[src/mmf_pkg.sv]
// Shared constants and controller/datapath interface types for the median filter.
package mmf_pkg;

  localparam int unsigned OffsetW    = 12;
  localparam int unsigned NumOffsets = 4;
  localparam int unsigned CfgIdxW    = 2;
  localparam int unsigned ChanW      = 2;
  localparam int unsigned RawW       = 16;
  localparam int unsigned SampleW    = 18;
  localparam int unsigned TdataInW   = 24;
  localparam int unsigned TuserInW   = 2;
  localparam int unsigned TdataOutW  = 24;

  // Controller to datapath
  typedef struct packed {
    logic take;      // latch the incoming transaction
    logic check;     // apply a clear item to its channel
    logic wr;        // write the corrected sample, advance pointer and count
    logic rd;        // read one window entry, step the index
    logic rank;      // rank one window entry, step the index
    logic load_out;  // move the result into the output register
  } cmd_t;

  // Datapath to controller
  typedef struct packed {
    logic is_sample; // valid channel, sample item, no timeout
    logic last;      // index is at the last filled entry
    logic out_free;  // output register can take a result this cycle
  } sts_t;

endpackage

[src/mmf_ram.sv]
// Generic single-write, single-read RAM with registered read data.
module mmf_ram #(
  parameter int unsigned WIDTH = 18,
  parameter int unsigned DEPTH = 20
) (
  input  logic                                     clk_i,
  input  logic                                     we_i,
  input  logic [(DEPTH > 1 ? $clog2(DEPTH) : 1)-1:0] waddr_i,
  input  logic [WIDTH-1:0]                         wdata_i,
  input  logic                                     re_i,
  input  logic [(DEPTH > 1 ? $clog2(DEPTH) : 1)-1:0] raddr_i,
  output logic [WIDTH-1:0]                         rdata_o
);

  logic [WIDTH-1:0] mem_q [DEPTH];
  logic [WIDTH-1:0] rdata_q;

  always_ff @(posedge clk_i) begin
    if (we_i) begin
      mem_q[waddr_i] <= wdata_i;
    end
    if (re_i) begin
      rdata_q <= mem_q[raddr_i];
    end
  end

  assign rdata_o = rdata_q;

endmodule

[src/mmf_ctrl.sv]
// Sequencing state machine for the median filter.
module mmf_ctrl (
  input  logic          clk_i,
  input  logic          rst_ni,
  input  logic          in_valid_i,
  output logic          in_ready_o,
  input  mmf_pkg::sts_t sts_i,
  output mmf_pkg::cmd_t cmd_o
);

  localparam logic [2:0] ST_IDLE   = 3'd0;
  localparam logic [2:0] ST_CHECK  = 3'd1;
  localparam logic [2:0] ST_WRITE  = 3'd2;
  localparam logic [2:0] ST_READ   = 3'd3;
  localparam logic [2:0] ST_WAIT   = 3'd4;
  localparam logic [2:0] ST_RANK   = 3'd5;
  localparam logic [2:0] ST_FINISH = 3'd6;

  logic [2:0] state_q, state_d;

  always_comb begin
    state_d = state_q;
    cmd_o   = '0;
    case (state_q)
      ST_IDLE: begin
        if (in_valid_i) begin
          cmd_o.take = 1'b1;
          state_d    = ST_CHECK;
        end
      end
      ST_CHECK: begin
        cmd_o.check = 1'b1;
        state_d     = sts_i.is_sample ? ST_WRITE : ST_FINISH;
      end
      ST_WRITE: begin
        cmd_o.wr = 1'b1;
        state_d  = ST_READ;
      end
      ST_READ: begin
        cmd_o.rd = 1'b1;
        if (sts_i.last) begin
          state_d = ST_WAIT;
        end
      end
      // last read data lands in the window this cycle
      ST_WAIT: begin
        state_d = ST_RANK;
      end
      ST_RANK: begin
        cmd_o.rank = 1'b1;
        if (sts_i.last) begin
          state_d = ST_FINISH;
        end
      end
      ST_FINISH: begin
        if (sts_i.out_free) begin
          cmd_o.load_out = 1'b1;
          state_d        = ST_IDLE;
        end
      end
      default: begin
        state_d = ST_IDLE;
      end
    endcase
  end

  assign in_ready_o = (state_q == ST_IDLE);

  always_ff @(posedge clk_i or negedge rst_ni) begin
    if (!rst_ni) begin
      state_q <= ST_IDLE;
    end else begin
      state_q <= state_d;
    end
  end

  a_load_when_free: assert property (@(posedge clk_i) disable iff (!rst_ni)
    cmd_o.load_out |-> sts_i.out_free)
    else $error("result loaded into a full output register");

  a_take_then_check: assert property (@(posedge clk_i) disable iff (!rst_ni)
    cmd_o.take |=> (state_q == ST_CHECK))
    else $error("accepted transaction not followed by decode");

endmodule

[src/mmf_dp.sv]
// Datapath: offsets, per-channel pointers and counts, window RAM, rank unit, output register.
module mmf_dp #(
  parameter int unsigned CHANNELS = 4,
  parameter int unsigned WINDOW   = 5
) (
  input  logic                              clk_i,
  input  logic                              rst_ni,
  input  logic                              cfg_we_i,
  input  logic [mmf_pkg::CfgIdxW-1:0]       cfg_idx_i,
  input  logic [mmf_pkg::OffsetW-1:0]       cfg_wdata_i,
  input  logic [mmf_pkg::TdataInW-1:0]      in_data_i,
  input  logic [mmf_pkg::TuserInW-1:0]      in_user_i,
  output logic                              out_valid_o,
  input  logic                              out_ready_i,
  output logic [mmf_pkg::TdataOutW-1:0]     out_data_o,
  output logic                              out_user_o,
  input  mmf_pkg::cmd_t                     cmd_i,
  output mmf_pkg::sts_t                     sts_o
);

  localparam int unsigned PtrW    = (WINDOW > 1) ? $clog2(WINDOW) : 1;
  localparam int unsigned CntW    = $clog2(WINDOW + 1);
  localparam int unsigned ChIdxW  = (CHANNELS > 1) ? $clog2(CHANNELS) : 1;
  localparam int unsigned Depth   = CHANNELS * WINDOW;
  localparam int unsigned AddrW   = (Depth > 1) ? $clog2(Depth) : 1;
  localparam int unsigned SampleW = mmf_pkg::SampleW;
  localparam int unsigned OffsetW = mmf_pkg::OffsetW;

  // latched transaction
  logic                        op_q, to_q;
  logic [mmf_pkg::ChanW-1:0]   ch_q;
  logic [mmf_pkg::RawW-1:0]    raw_q;

  logic [OffsetW-1:0]          off_q [mmf_pkg::NumOffsets];
  logic [PtrW-1:0]             ptr_q [CHANNELS];
  logic [CntW-1:0]             cnt_q [CHANNELS];

  logic [PtrW-1:0]             idx_q;
  logic                        rd_vld_q;
  logic [PtrW-1:0]             rd_idx_q;
  logic signed [SampleW-1:0]   win_q [WINDOW];
  logic signed [SampleW-1:0]   med_q;

  logic                        out_valid_q;
  logic signed [SampleW-1:0]   out_med_q;
  logic                        out_nr_q;

  logic                        ch_ok;
  logic [ChIdxW-1:0]           ch_sel;
  logic [PtrW-1:0]             ptr_sel, ptr_nxt;
  logic [CntW-1:0]             cnt_sel;
  logic signed [SampleW-1:0]   corr;
  logic [AddrW-1:0]            base, waddr, raddr;
  logic [SampleW-1:0]          rdata;
  logic signed [SampleW-1:0]   cand;
  logic [CntW-1:0]             rank;
  logic                        idx_last;

  assign ch_ok   = ({1'b0, ch_q} < 3'(CHANNELS));
  assign ch_sel  = ch_q[ChIdxW-1:0];
  assign ptr_sel = ptr_q[ch_sel];
  assign cnt_sel = cnt_q[ch_sel];
  assign ptr_nxt = (ptr_sel == PtrW'(WINDOW - 1)) ? '0 : ptr_sel + PtrW'(1);

  assign corr = $signed({2'b00, raw_q})
              - $signed({{(SampleW - OffsetW){off_q[ch_q][OffsetW-1]}}, off_q[ch_q]});

  assign base  = AddrW'(ch_sel) * AddrW'(WINDOW);
  assign waddr = base + AddrW'(ptr_sel);
  assign raddr = base + AddrW'(idx_q);

  assign idx_last = (CntW'(idx_q) == cnt_sel - CntW'(1));

  mmf_ram #(
    .WIDTH (SampleW),
    .DEPTH (Depth)
  ) u_win_ram (
    .clk_i   (clk_i),
    .we_i    (cmd_i.wr),
    .waddr_i (waddr),
    .wdata_i (corr),
    .re_i    (cmd_i.rd),
    .raddr_i (raddr),
    .rdata_o (rdata)
  );

  // rank with ties broken by position, so ranks form a permutation
  always_comb begin
    cand = win_q[idx_q];
    rank = '0;
    for (int j = 0; j < WINDOW; j++) begin
      if ((CntW'(j) < cnt_sel) &&
          ((win_q[j] < cand) || ((win_q[j] == cand) && (PtrW'(j) < idx_q)))) begin
        rank = rank + CntW'(1);
      end
    end
  end

  assign sts_o.is_sample = ch_ok && !op_q && !to_q;
  assign sts_o.last      = idx_last;
  assign sts_o.out_free  = !out_valid_q || out_ready_i;

  // payload registers
  always_ff @(posedge clk_i) begin
    if (cmd_i.take) begin
      op_q  <= in_user_i[0];
      to_q  <= in_user_i[1];
      ch_q  <= in_data_i[mmf_pkg::ChanW-1:0];
      raw_q <= in_data_i[mmf_pkg::ChanW +: mmf_pkg::RawW];
    end
    if (rd_vld_q) begin
      win_q[rd_idx_q] <= $signed(rdata);
    end
    if (cmd_i.rd) begin
      rd_idx_q <= idx_q;
    end
    if (cmd_i.rank && (rank == (cnt_sel >> 1))) begin
      med_q <= cand;
    end
    if (cmd_i.load_out) begin
      out_med_q <= sts_o.is_sample ? med_q : '0;
      out_nr_q  <= !sts_o.is_sample;
    end
  end

  // control state
  always_ff @(posedge clk_i or negedge rst_ni) begin
    if (!rst_ni) begin
      for (int i = 0; i < mmf_pkg::NumOffsets; i++) begin
        off_q[i] <= '0;
      end
      for (int c = 0; c < CHANNELS; c++) begin
        ptr_q[c] <= '0;
        cnt_q[c] <= '0;
      end
      idx_q       <= '0;
      rd_vld_q    <= 1'b0;
      out_valid_q <= 1'b0;
    end else begin
      if (cfg_we_i) begin
        off_q[cfg_idx_i] <= cfg_wdata_i;
      end
      if (cmd_i.check && ch_ok && op_q) begin
        ptr_q[ch_sel] <= '0;
        cnt_q[ch_sel] <= '0;
      end
      if (cmd_i.wr) begin
        ptr_q[ch_sel] <= ptr_nxt;
        if (cnt_sel < CntW'(WINDOW)) begin
          cnt_q[ch_sel] <= cnt_sel + CntW'(1);
        end
        idx_q <= '0;
      end
      if (cmd_i.rd || cmd_i.rank) begin
        idx_q <= idx_last ? '0 : idx_q + PtrW'(1);
      end
      rd_vld_q <= cmd_i.rd;
      if (cmd_i.load_out) begin
        out_valid_q <= 1'b1;
      end else if (out_ready_i) begin
        out_valid_q <= 1'b0;
      end
    end
  end

  assign out_valid_o = out_valid_q;
  assign out_data_o  = {{(mmf_pkg::TdataOutW - SampleW){1'b0}}, out_med_q};
  assign out_user_o  = out_nr_q;

  a_window_loaded: assert property (@(posedge clk_i) disable iff (!rst_ni)
    cmd_i.rank |-> !rd_vld_q)
    else $error("ranking started before the window finished loading");

  a_count_bound: assert property (@(posedge clk_i) disable iff (!rst_ni)
    (cmd_i.rd || cmd_i.rank) |-> (cnt_sel != '0) && (cnt_sel <= CntW'(WINDOW)))
    else $error("fill count out of range during a window pass");

  a_no_reading_zero: assert property (@(posedge clk_i) disable iff (!rst_ni)
    (out_valid_q && out_nr_q) |-> (out_med_q == '0))
    else $error("no-reading result carries a non-zero distance");

endmodule

[src/multichannel_median_filter.sv]
// Multichannel running median filter for distance sensors: top level.
//
// Input stream (s_axis): one transaction per sample or clear item. tdata carries
// the channel and the raw reading in mm; tuser carries the op code and the
// timeout flag. Output stream (m_axis): exactly one result per input, in order;
// tdata carries the upper median of the channel's window, tuser the no-reading
// flag (timeout, clear item or unused channel; the distance is then zero).
// Offsets per channel are written through cfg_*; the user must write them only while
// the block is idle, which the block itself does not enforce. A sample item is
// written to the channel's window, whose filled entries are then read from the
// window RAM one entry per cycle, followed by one rank evaluation per cycle;
// clear, timeout and unused-channel items skip the window pass.
// The result is registered; a stalled receiver holds it while the next item is
// accepted and worked on, and only the final hand-off waits for the output
// register to free up. Reset clears offsets, pointers and fill counts; window
// contents are left as they are and never read unwritten.
module multichannel_median_filter #(
  parameter int unsigned CHANNELS = 4,
  parameter int unsigned WINDOW   = 5
) (
  input  logic                             clk_i,
  input  logic                             rst_ni,
  input  logic                             cfg_we_i,
  input  logic [mmf_pkg::CfgIdxW-1:0]      cfg_idx_i,
  input  logic [mmf_pkg::OffsetW-1:0]      cfg_wdata_i,
  input  logic                             s_axis_tvalid,
  output logic                             s_axis_tready,
  input  logic [mmf_pkg::TdataInW-1:0]     s_axis_tdata,  // channel[1:0], raw_mm[17:2], zeros
  input  logic [mmf_pkg::TuserInW-1:0]     s_axis_tuser,  // op[0], timed_out[1]
  output logic                             m_axis_tvalid,
  input  logic                             m_axis_tready,
  output logic [mmf_pkg::TdataOutW-1:0]    m_axis_tdata,  // median_mm[17:0], zeros
  output logic                             m_axis_tuser   // no_reading[0]
);

  mmf_pkg::cmd_t cmd;
  mmf_pkg::sts_t sts;

  mmf_ctrl u_ctrl (
    .clk_i      (clk_i),
    .rst_ni     (rst_ni),
    .in_valid_i (s_axis_tvalid),
    .in_ready_o (s_axis_tready),
    .sts_i      (sts),
    .cmd_o      (cmd)
  );

  mmf_dp #(
    .CHANNELS (CHANNELS),
    .WINDOW   (WINDOW)
  ) u_dp (
    .clk_i       (clk_i),
    .rst_ni      (rst_ni),
    .cfg_we_i    (cfg_we_i),
    .cfg_idx_i   (cfg_idx_i),
    .cfg_wdata_i (cfg_wdata_i),
    .in_data_i   (s_axis_tdata),
    .in_user_i   (s_axis_tuser),
    .out_valid_o (m_axis_tvalid),
    .out_ready_i (m_axis_tready),
    .out_data_o  (m_axis_tdata),
    .out_user_o  (m_axis_tuser),
    .cmd_i       (cmd),
    .sts_o       (sts)
  );

endmodule

[config.mk]
export PLATFORM = sky130hd
export DESIGN_NAME = multichannel_median_filter
export DESIGN_NICKNAME = d
export VERILOG_FILES = /design/src/mmf_pkg.sv /design/src/mmf_ram.sv /design/src/mmf_ctrl.sv /design/src/mmf_dp.sv /design/src/multichannel_median_filter.sv
export SDC_FILE = /design/constraint.sdc
export NUM_CORES = 1
export LEC_CHECK = 0
export ABC_CLOCK_PERIOD_IN_PS = 10800
export BUFFER_PORTS_ARGS = -buffer_cell sky130_fd_sc_hd__buf_2
export CAP_MARGIN = 20
export CORE_UTILIZATION = 55
export CTS_BUF_LIST = sky130_fd_sc_hd__clkbuf_4
export DETAILED_ROUTE_END_ITERATION = 16
export GPL_TIMING_DRIVEN = 0
export PLACE_DENSITY = 0.69
export SYNTH_ARGS = -nofsm -noshare
export SYNTH_HDL_FRONTEND = slang
export SYNTH_SLANG_ARGS = --single-unit
[constraint.sdc]
create_clock -name clk_i -period 10.8 [get_ports clk_i]
set_clock_uncertainty 0.2 [all_clocks]
set_input_delay 0.54 -clock clk_i [delete_from_list [all_inputs] [get_ports clk_i]]
set_output_delay 0.54 -clock clk_i [all_outputs]
set_load 0.01 [all_outputs]
==> impl_results.md <==
* Status: finished, final reports clean
* Peak supply drop at 0.145 mV
* Cell leakage power at 0.0121 uW
* Vias in the first global route at 17000
* Footprint of the multi-input gates at 0.00906 mm2
* Power per cell area at 266 mW/mm2
* Die Area at 0.0534 mm2
* Syn Inst Count at 1630
* Dpl ws at 2.31 ns
* Most frequent cells in the layout: 582 x edfxtp_1, 247 x clkbuf_4, 161 x mux4_2
* # resized after CTS at 0
* Top cells by area, synth: edfxtp_1 61%, mux4_2 13%, dfrtp_1 6.9%
* Initial antenna violation count at 1
* Max Cap Violations at 0
* Reg area at 0.0195 mm2
* Startpoint types: flip-flop
* Overall Global Routing Usage at 24.7%
* Post-route ant nets at 0
* Worst skew pair latency at 1.00 ns
* Root Buffer: clkbuf_4
* Setup TNS at 0 ns
* Placed instance count at 2422
* Worst setup margin at 2.40 ns
* Achievable Freq at 119 MHz
* Vias at 16200
* Synth Flop Type: edfxtp_1
* Core ar. at 0.0516 mm2
* #FFs+latches synth at 662
* Count of cell types in the netlist at 67
* IO buf count at 59
* Height of the die at 231 um
* Largest net degree at the start of global routing at 69
* Synth-to-layout area growth at 16.3%
* Slew headroom at 31.0%
* DRC viols at 0
* Warnings from Yosys at 0
* Crit share post-route at 77.7%
* RSZ-0062 raised after global routing: no
* Overflow after GRT at 0
* Worst setup path category: reg2reg
* Fin area at 0.0336 mm2
* H-tree depth at 4
* Layout Cells excl Fill at 2783
* Sinks on Clock Net at 662
* Row count at 83
* Fill cell count at 3566
* # IOs at 72
* HPWL Detailed at 43900 um
* Critical Path RT at 11.25 ns
* HP Class: in2reg
* Syn Area/Cell at 17.7 um2
* First-pass GRT wire length at 97200 um
* Total Routed Length at 62800 um
* Post-synth EDFFs at 582
* Most common cell after layout, fill and taps aside: edfxtp_1
* Final GP Congestion at 0.884
* Final core utilization at 65.1%
* Clk buf depth at 3
* DR iter-0 viols at 1154
* DRT Pass-1 Iters at 5
* Nets at 2152
* CP endpoint kind: flip-flop
* Min cycle time layout at 8.40 ns
* CTS tree: done
* DP Area at 0.0308 mm2
* TritonCTS Buffers at 171
* Ys async rst share at 12.1%
* Crit path max fanout at 10
* Initial core utilization at 56.0%
* Critical Path AT at 8.85 ns
* Worst-Margin Slew at 1.03 ns
* Sequential fraction of the synthesis area at 67.5%
* Slew Limit Fails at 0
* Synth area leader: edfxtp_1
* WL/cell at 22.6 um
* Netlist Area Pre-Place at 0.0289 mm2
* Clock-pin slew on the worst setup and hold paths at 0.06 ns
* Post-DR vias/cell at 5.83
* Final Hold Viols at 0
* Die Wd at 231 um
* Setup Viol. Count Final at 0
* Layout cells sized above 1 at 31.1%
* Synth top area share at 60.5%
[layout make-up]
type	instances	share of cell area (%)
clock buffer	247	5.52
antenna	3	0.0224
multi-input combinational	851	27.0
clock inverter	45	0.555
inverter	57	0.637
buffer	65	0.842
tap	680	2.53
sequential	662	58.0
timing repair buffer	173	4.90
[path summary, 6_finish.rpt]
kind                                                 from                        end  slack, ns  cells past startpoint
worst max-delay path            u_dp.idx_q[0]$_DFFE_PN0P_   u_dp.med_q[15]$_DFFE_PP_       2.40                     25
worst min-delay path                      s_axis_tuser[0]        u_dp.op_q$_DFFE_PP_       0.12                      2
worst max register to register  u_dp.idx_q[0]$_DFFE_PN0P_   u_dp.med_q[15]$_DFFE_PP_       2.40                     25
worst min register to register    u_dp.cnt_q[6]$_DFF_PN0_    u_dp.cnt_q[6]$_DFF_PN0_       0.29                      1
max in group asynchronous                          rst_ni  u_dp.idx_q[0]$_DFFE_PN0P_       8.84                      4
min in group asynchronous                          rst_ni    u_dp.cnt_q[6]$_DFF_PN0_       0.58                      4
[report_power, final]
part | leakage, uW | switching (uW) | internal [uW] | total (uW)
logic | 0.00465 | 1940 | 1530 | 3470
clock network | 0.00122 | 978 | 1040 | 2020
registers | 0.00624 | 92.1 | 3340 | 3440
total | 0.0121 | 3010 | 5910 | 8920
[flip-flops by register name, indices dropped and copies added, names as in the netlist, 11 cells and up, named ones only]
| register | count |
|---|---|
| u_dp.med_q | 18 |
| u_dp.u_win_ram.rdata_o | 18 |
| u_dp.raw_q | 16 |
| u_dp.out_med_q | 18 |
| u_dp.off_q | 48 |
| u_dp.cnt_q | 11 |
| u_dp.win_q | 144 |
| u_dp.u_win_ram.mem_q | 360 |
| u_dp.ptr_q | 12 |
[routing by layer]
metal  global-route usage [%]  share of wire (%)  vias up
met5                        0                  0        -
met4                     11.4                2.9        0
met3                     4.80                4.8      109
met2                     42.9                 53      517
met1                     29.7                 39     8259
li1                         -                  -     7329
[cell families after synthesis]
logic type      Yosys count  share of synthesized area [%]
xor+xnor                 30                          0.958
flops                   662                           67.5
mux                     231                           15.3
compound gates          176                           4.26
fa+ha+maj               126                           5.54
other cells               1                         0.0130
simple gates            282                           4.78
buf+inv                 122                           1.72
[synthesized netlist by cell type, types with 3 or more instances]
cell,number
a211o_1,3
a211oi_1,8
a21boi_0,4
a21o_1,22
a21oi_1,42
a22o_1,14
a31oi_1,9
a32o_1,8
and2_1,40
and3_1,4
and4_1,3
buf_1,15
buf_4,6
clkbuf_1,41
dfrtp_1,80
edfxtp_1,582
fa_1,3
ha_1,123
inv_1,57
mux2_2,68
mux4_2,161
nand2_1,78
nand2b_1,11
nand3_1,17
nand3b_1,4
nand4_1,19
nor2_1,73
nor2b_1,5
nor3_1,17
o211ai_1,5
o21a_1,9
o21ai_0,27
xnor2_1,23
xor2_1,6
[worst max-delay path, cell delays in order, from the launching register on]
cell	delay, ns
dfrtp_1	0.42
clkbuf_1	0.35
buf_1	0.76
clkbuf_1	0.76
mux4_2	0.60
nand2_1	0.07
and2_1	0.33
ha_1	0.32
a21o_1	0.17
a21o_1	0.19
a211oi_1	0.40
or4_1	0.18
o211a_1	0.14
xor2_1	0.42
a22oi_1	0.13
ha_1	0.26
nor2_1	0.15
a22oi_1	0.13
ha_1	0.32
mux2_2	0.27
ha_1	0.27
nor2_1	0.04
a221o_1	0.28
nor4_2	0.45
buf_4	0.26
buf_4	0.20
[metrics by stage]
stage                     power [uW]  hold slack [ns]
after detailed placement        6910            0.210
after global placement          6710            0.265
after CTS                       8970           0.0129
after global routing            9410           0.0982
after floorplan                 5810           0.0444
final                           8920            0.122
[timing repair]
item                                   in CTS  in global routing
hold buffers                               61                  0
buffers inserted                            0                  0
endpoints found under the hold margin     152                  0
No activity file was read; power rests on OpenSTA's default activity.
